$ cat src/design/wts_pkg.sv
// Shared constants, types and the divider step for the world-to-screen projection.
package wts_pkg;

  localparam int CoordFrac = 16;               // fraction bits of coordinates
  localparam int CoefFrac  = 12;               // fraction bits of coefficients
  localparam int ProdW     = 48;               // 16 x 32 signed product
  localparam int RowW      = 49;               // clip row sum, signed
  localparam int MagW      = 49;               // magnitude of x+w or w-y
  localparam int ScaleW    = 14;               // viewport size
  localparam int NumW      = MagW + ScaleW;    // numerator of the division
  localparam int DivW      = 49;               // divisor 2w
  localparam int QW        = 32;               // quotient bits, one per cell
  localparam int IntBits   = QW - CoordFrac;   // integer bits of the result
  localparam int NumCells  = QW;

  localparam int AddrW = 6;
  localparam logic [2:0] RegRowX   = 3'd0;
  localparam logic [2:0] RegRowY   = 3'd1;
  localparam logic [2:0] RegRowW   = 3'd2;
  localparam logic [2:0] RegWidth  = 3'd3;
  localparam logic [2:0] RegHeight = 3'd4;
  localparam logic [2:0] RegMinDep = 3'd5;

  typedef struct packed {
    logic [DivW-1:0] p;    // partial remainder
    logic [QW-1:0]   lo;   // dividend bits still to bring down
    logic [QW-1:0]   q;    // quotient bits so far
    logic            neg;
    logic            sat;
  } wts_lane_t;

  typedef struct packed {
    wts_lane_t       lx;
    wts_lane_t       ly;
    logic [DivW-1:0] d;
    logic            vis;
  } wts_div_t;

  // One restoring division step: bring down a bit, subtract if it fits.
  function automatic wts_lane_t wts_step(wts_lane_t a, logic [DivW-1:0] d);
    logic [DivW:0] t;
    logic          ge;
    wts_lane_t     r;
    t    = {a.p, a.lo[QW-1]};
    ge   = (t >= {1'b0, d});
    r    = a;
    r.p  = ge ? DivW'(t - {1'b0, d}) : t[DivW-1:0];
    r.lo = {a.lo[QW-2:0], 1'b0};
    r.q  = {a.q[QW-2:0], ge};
    return r;
  endfunction

endpackage

$ cat src/design/wts_div_cell.sv
// One divider cell: a quotient bit for both screen axes per word.
module wts_div_cell (
  input  logic              clk_i,
  input  logic              rst_ni,
  input  logic              valid_i,
  output logic              ready_o,
  input  wts_pkg::wts_div_t data_i,
  output logic              valid_o,
  input  logic              ready_i,
  output wts_pkg::wts_div_t data_o
);

  logic              v_q;
  wts_pkg::wts_div_t data_q;

  assign ready_o = !v_q || ready_i;
  assign valid_o = v_q;
  assign data_o  = data_q;

  always_ff @(posedge clk_i or negedge rst_ni) begin
    if (!rst_ni) begin
      v_q <= 1'b0;
    end else if (ready_o) begin
      v_q <= valid_i;
    end
  end

  always_ff @(posedge clk_i) begin
    if (ready_o && valid_i) begin
      data_q.lx  <= wts_pkg::wts_step(data_i.lx, data_i.d);
      data_q.ly  <= wts_pkg::wts_step(data_i.ly, data_i.d);
      data_q.d   <= data_i.d;
      data_q.vis <= data_i.vis;
    end
  end

endmodule

$ cat config.mk
export PLATFORM = sky130hd
export DESIGN_NAME = wts_div_cell
export DESIGN_NICKNAME = d
export VERILOG_FILES = /design/src/design/wts_pkg.sv /design/src/design/wts_div_cell.sv
export SDC_FILE = /design/constraint.sdc
export NUM_CORES = 1
export LEC_CHECK = 0
export ABC_AREA = 0
export BUFFER_PORTS_ARGS = -buffer_cell sky130_fd_sc_hd__buf_2
export CAP_MARGIN = 20
export CORE_AREA = 2 2 220 222
export DETAILED_ROUTE_END_ITERATION = 8
export DIE_AREA = 0 0 222 224
export REMOVE_ABC_BUFFERS = 1
export SLEW_MARGIN = 20
export SYNTH_ARGS = -nofsm -noshare
export SYNTH_HDL_FRONTEND = slang
export SYNTH_SLANG_ARGS = --single-unit
$ cat constraint.sdc
create_clock -name clk_i -period 19.64 [get_ports clk_i]
set_input_delay 3.928 -clock clk_i [delete_from_list [all_inputs] [get_ports clk_i]]
set_output_delay 3.928 -clock clk_i [all_outputs]
set_load 0.02 [all_outputs]
* Yosys cells after proc, flatten, opt, wreduce, memory -nomap -nowiden
Index checks and enable logic that the tools add are counted.
** Word-level totals
- Bits in registers :: 279
- Bits in latches :: 0
- Memory bits (writable) :: 0
- ROM bits :: 0
- Output and inout bits :: 282
- Logic and storage cells :: 22
- Memories :: 0
** Operators by class
- Add/subtract/negate cells :: 2
- Multiply operators :: 0
- Div/mod/pow operators :: 0
- Order comparisons :: 2
- Equal/unequal tests :: 0
- Shift-type cells :: 0
- Mux-type cells :: 2
- Bitwise operators :: 0
- Reduce and logical (&&, ||, !) cells :: 3
** Operator list (count)
- $ge 50x49->1 :: 2
- $mux 49 :: 2
- $sub 49x49->49 :: 2
- $logic_and 1x1->1 :: 1
- $logic_not 1->1 :: 1
- $logic_or 1x1->1 :: 1

* Depth between registers and ports, before layout
- Word-level depth :: 3
- Mapped depth :: 16
- Depth with buffers taken out :: 14

* Worst setup path before layout
No wires, ideal clock.
- Path kind :: in2reg
- Start point :: input ready_i
- End point :: register data_q, in the netlist data_o[0], enable pin
- Data arrival time :: 10.533 ns
- Data required time :: 18.966 ns
- Setup slack :: 8.434 ns
- Cell stages on the path :: 2
- Buffers on the path :: 0
- Cells stage by stage :: nand2b_1 -> and2_1
** On the way
- Cells in the longest elaborated chain, start to end :: 2
** RTL lines
- start, declared :: line wts_div_cell.sv:9 : input logic ready_i,
- $logic_or 1x1->1 :: line wts_div_cell.sv:16 : assign ready_o = !v_q || ready_i;
- $logic_and 1x1->1 :: line wts_div_cell.sv:29 : if (ready_o && valid_i) begin
- end, declared :: line wts_div_cell.sv:14 : wts_pkg::wts_div_t data_q;
Every way passes these cells.
A chain may end at the register's enable or synchronous reset.

* Worst setup path in the final report
- Start point :: input ready_i
- End point :: output ready_o
** On the way
- Cells in the longest elaborated chain, start to end :: 1
** RTL lines
- $logic_or 1x1->1 :: line wts_div_cell.sv:16
- end, declared :: line wts_div_cell.sv:6 : output logic ready_o,
Every way passes these cells.

==> reports/qor.yml <==
outcome:
  outcome: "finished, final reports clean"
final_layout:
  multi_input_area_um2: 6780
  fillCellCount: 4630
  final_cell_mix: "buf_2, edfxtp_1, a21oi_1"
  final_area_um2: 20300
  finalNetCount: 2284
  seq_area_um2: 8370
  drive_gt1_share_pct: 35.9
  area_growth_pct: 29.1
  final_common_cell: "buf_2"
sta:
  hold_viol_final: 0
  maxClockFrequency_ghz: 0.121
  skew_ns: 0.0277
  tns_ns: 0
  finalSetupViolations: 0
  rsz0062_at_grt: "false"
  fin_crit_sh_pct: 42.2
  slew_headroom_pct: 30.1
  fin_crit_ns: 8.28
  finalMaxSlewViolations: 0
  tightest_slew_ns: 1.05
worst_setup_path:
  slowest_stage: "buf_2"
  path_buf_inv: 2
  path_cells: "buf_2, nand2b_1, buf_2"
  cpLargestDelayFamily: "buffers and inverters"
  crit_start: "ready_i"
  startpoint_type: "input pin"
  required_ns: 15.71
  worst-endpoint-arrival_ns: 4.35
  r2r-start: "valid_o$_DFFE_PN0N_"
  end_kind: "primary output"
  crit_fanout: 3
  crit_path_frequent_cell: "buf_2"
  worstSetupPathType: "in -> out"
  max_stage_delay_ns: 0.17
worst_hold_path:
  hold_path.class: "reg -> reg"
  min_from: "valid_o$_DFFE_PN0N_"
clocking:
  cts_resized: 0
  h-tree-depth: 2
  cts_tree: "yes"
  ctsLongestPathBuffers: 3
  clock-sinks: 279
  numCtsBuffers: 35
  insertion_delay_ns: 0.55
  ctsRootBufferMaster: "clkbuf_16"
  path_clk_slew_ns: 0.06
  cts_hold_buf: 0
  cts_setup_buffers: 0
synthesis:
  synth_warnings: 0
  synth_edf_count: 278
  ys_seq_area_share_pct: 53.3
  ys_ff_latch: 279
  synthArstFlopShare_pct: 0.358
  syn_inst: 1349
  netlist.area_leader.share_pct: 53.2
  yosysTopAreaCell: "edfxtp_1"
  ys_types: 79
  synthesis.area_um2: 15700
  synth_flop_cell: "edfxtp_1"
  ys_top_cells_by_area: "edfxtp_1, ha_1, a21oi_1"
  synth.avg_cell_area_um2: 11.6
floorplanning:
  ios: 566
  initial_utilization_pct: 33.2
  die_w_um: 222
  dieHeight_um: 224
  dieArea_um2: 49700
  core_um2: 47300
  rows: 80
global_route:
  grtUsageMet1_pct: 26.9
  grt_max_degree: 80
  grt_pass1_wl_mm: 84.3
  track_usage_pct: 22.8
  antenna_found_initial: 15
  top_usage_layer: "met2"
  grt.overflow.total: 0
  use_met3_pct: 5.29
  grt_pass1_vias: 13000
  grtUsageMet2_pct: 40.7
route:
  routed_via_density: 5.16
  first_iter_violations: 784
  drtAntennaViolNets: 0
  drc: 0
  route.final.wire_length_mm: 59.2
  dr_total_vias: 13100
  first_pass_iters: 5
  wire_per_inst_um: 23.2
pwr:
  p_leak_nw: 8.71
  powerDensity_nw_per_um2: 90.8
  irDropWorstVdd_v: 0.0000556
placed_design:
  post-dp-hpwl_mm: 47.9
  post_dp_cell_area_um2: 19100
  place_congestion: 0.896
  port_buffers: 561
job:
  maxCapViolCount: 0
-- logic make-up (layout without fill, tap and decap cells) --
group | count (synthesis) | in the layout | synth area share (%)
compound gates | 369 | 369 | 15.1
simple gates | 300 | 300 | 9.34
flops | 279 | 279 | 53.3
buf+inv | 134 | 708 | 3.64
fa+ha+maj | 100 | 100 | 8.06
mux | 84 | 84 | 5.98
xor+xnor | 82 | 82 | 4.57
other cells | 1 | 9 | 0.0239
-- cell type report --
type                       count  area share, %
timing repair buffer         565           14.0
antenna                        7         0.0864
inverter                      82           1.53
clock inverter                16           1.15
clock buffer                  45           4.71
tap                          615           3.80
sequential                   279           41.3
multi-input combinational    937           33.4
-- per-stage QoR --
stage          power (mW)  util [%]  std cells  worst slack [ns]  hold slack [ns]
3_5_place_dp         1.17      40.3       2478             11.37            0.533
5_1_grt              1.92      42.8       2541             11.34            0.589
3_3_place_gp         1.17      40.3       2478             11.37            0.510
2_1_floorplan        1.03         -       1298              8.43            0.783
4_1_cts              1.86      42.8       2539             11.37            0.549
6_report             1.84      42.8       2546             11.36            0.557
-- registers in the layout, indices dropped and copies added, names as in the netlist --
name,flops
valid_o,1
data_o,278
-- worst min-delay path: stages, from the launching register on --
cell and delay (ns):
dfrtp_1 0.35, nand2b_1 0.09, nand2b_1 0.09
-- metal layers --
layer / wire [um] / part of all wire, % / vias to the layer above
li1: - / - / 6196
met1: 23800 / 40 / 6352
met2: 29700 / 50 / 476
met3: 3620 / 6.1 / 106
met4: 1960 / 3.3 / 8
met5: 55 / 0.093 / -
-- final timing paths --
check,endpoint,slack (ns),depth (start not counted)
setup / recovery,ready_o,11.36,3
hold / removal,valid_o$_DFFE_PN0N_,0.56,2
setup reg to reg,data_o[117]$_DFFE_PP_,16.98,3
hold reg to reg,valid_o$_DFFE_PN0N_,0.56,2
max in group asynchronous,valid_o$_DFFE_PN0N_,16.42,1
min in group asynchronous,valid_o$_DFFE_PN0N_,3.13,1
-- synthesized netlist by cell type (4+ instances only) --
library cell	number
buf_2	6
a21boi_0	8
edfxtp_1	278
mux2i_1	5
buf_4	9
o211ai_1	9
nor2b_1	8
o21bai_1	26
nor4_1	6
o21a_1	9
nand4_1	26
a211oi_1	10
o21ai_0	65
clkbuf_1	32
ha_1	98
nor2_1	74
and2_1	8
o21ai_1	4
mux2_2	49
nand2_1	83
a21o_1	53
nand3_1	29
nand2b_1	10
a31oi_1	20
and3_1	11
o31ai_1	7
inv_1	81
xnor2_1	59
nor3_1	23
a21oi_1	123
xor2_1	23
mux2_1	30
-- power breakdown --
part | total, mW | switching (mW) | internal, mW
logic | 0.433 | 0.269 | 0.163
registers | 0.730 | 0.0118 | 0.718
clock network | 0.679 | 0.267 | 0.412
total | 1.84 | 0.548 | 1.29
Note: power is estimated with default switching activity, not from simulation.
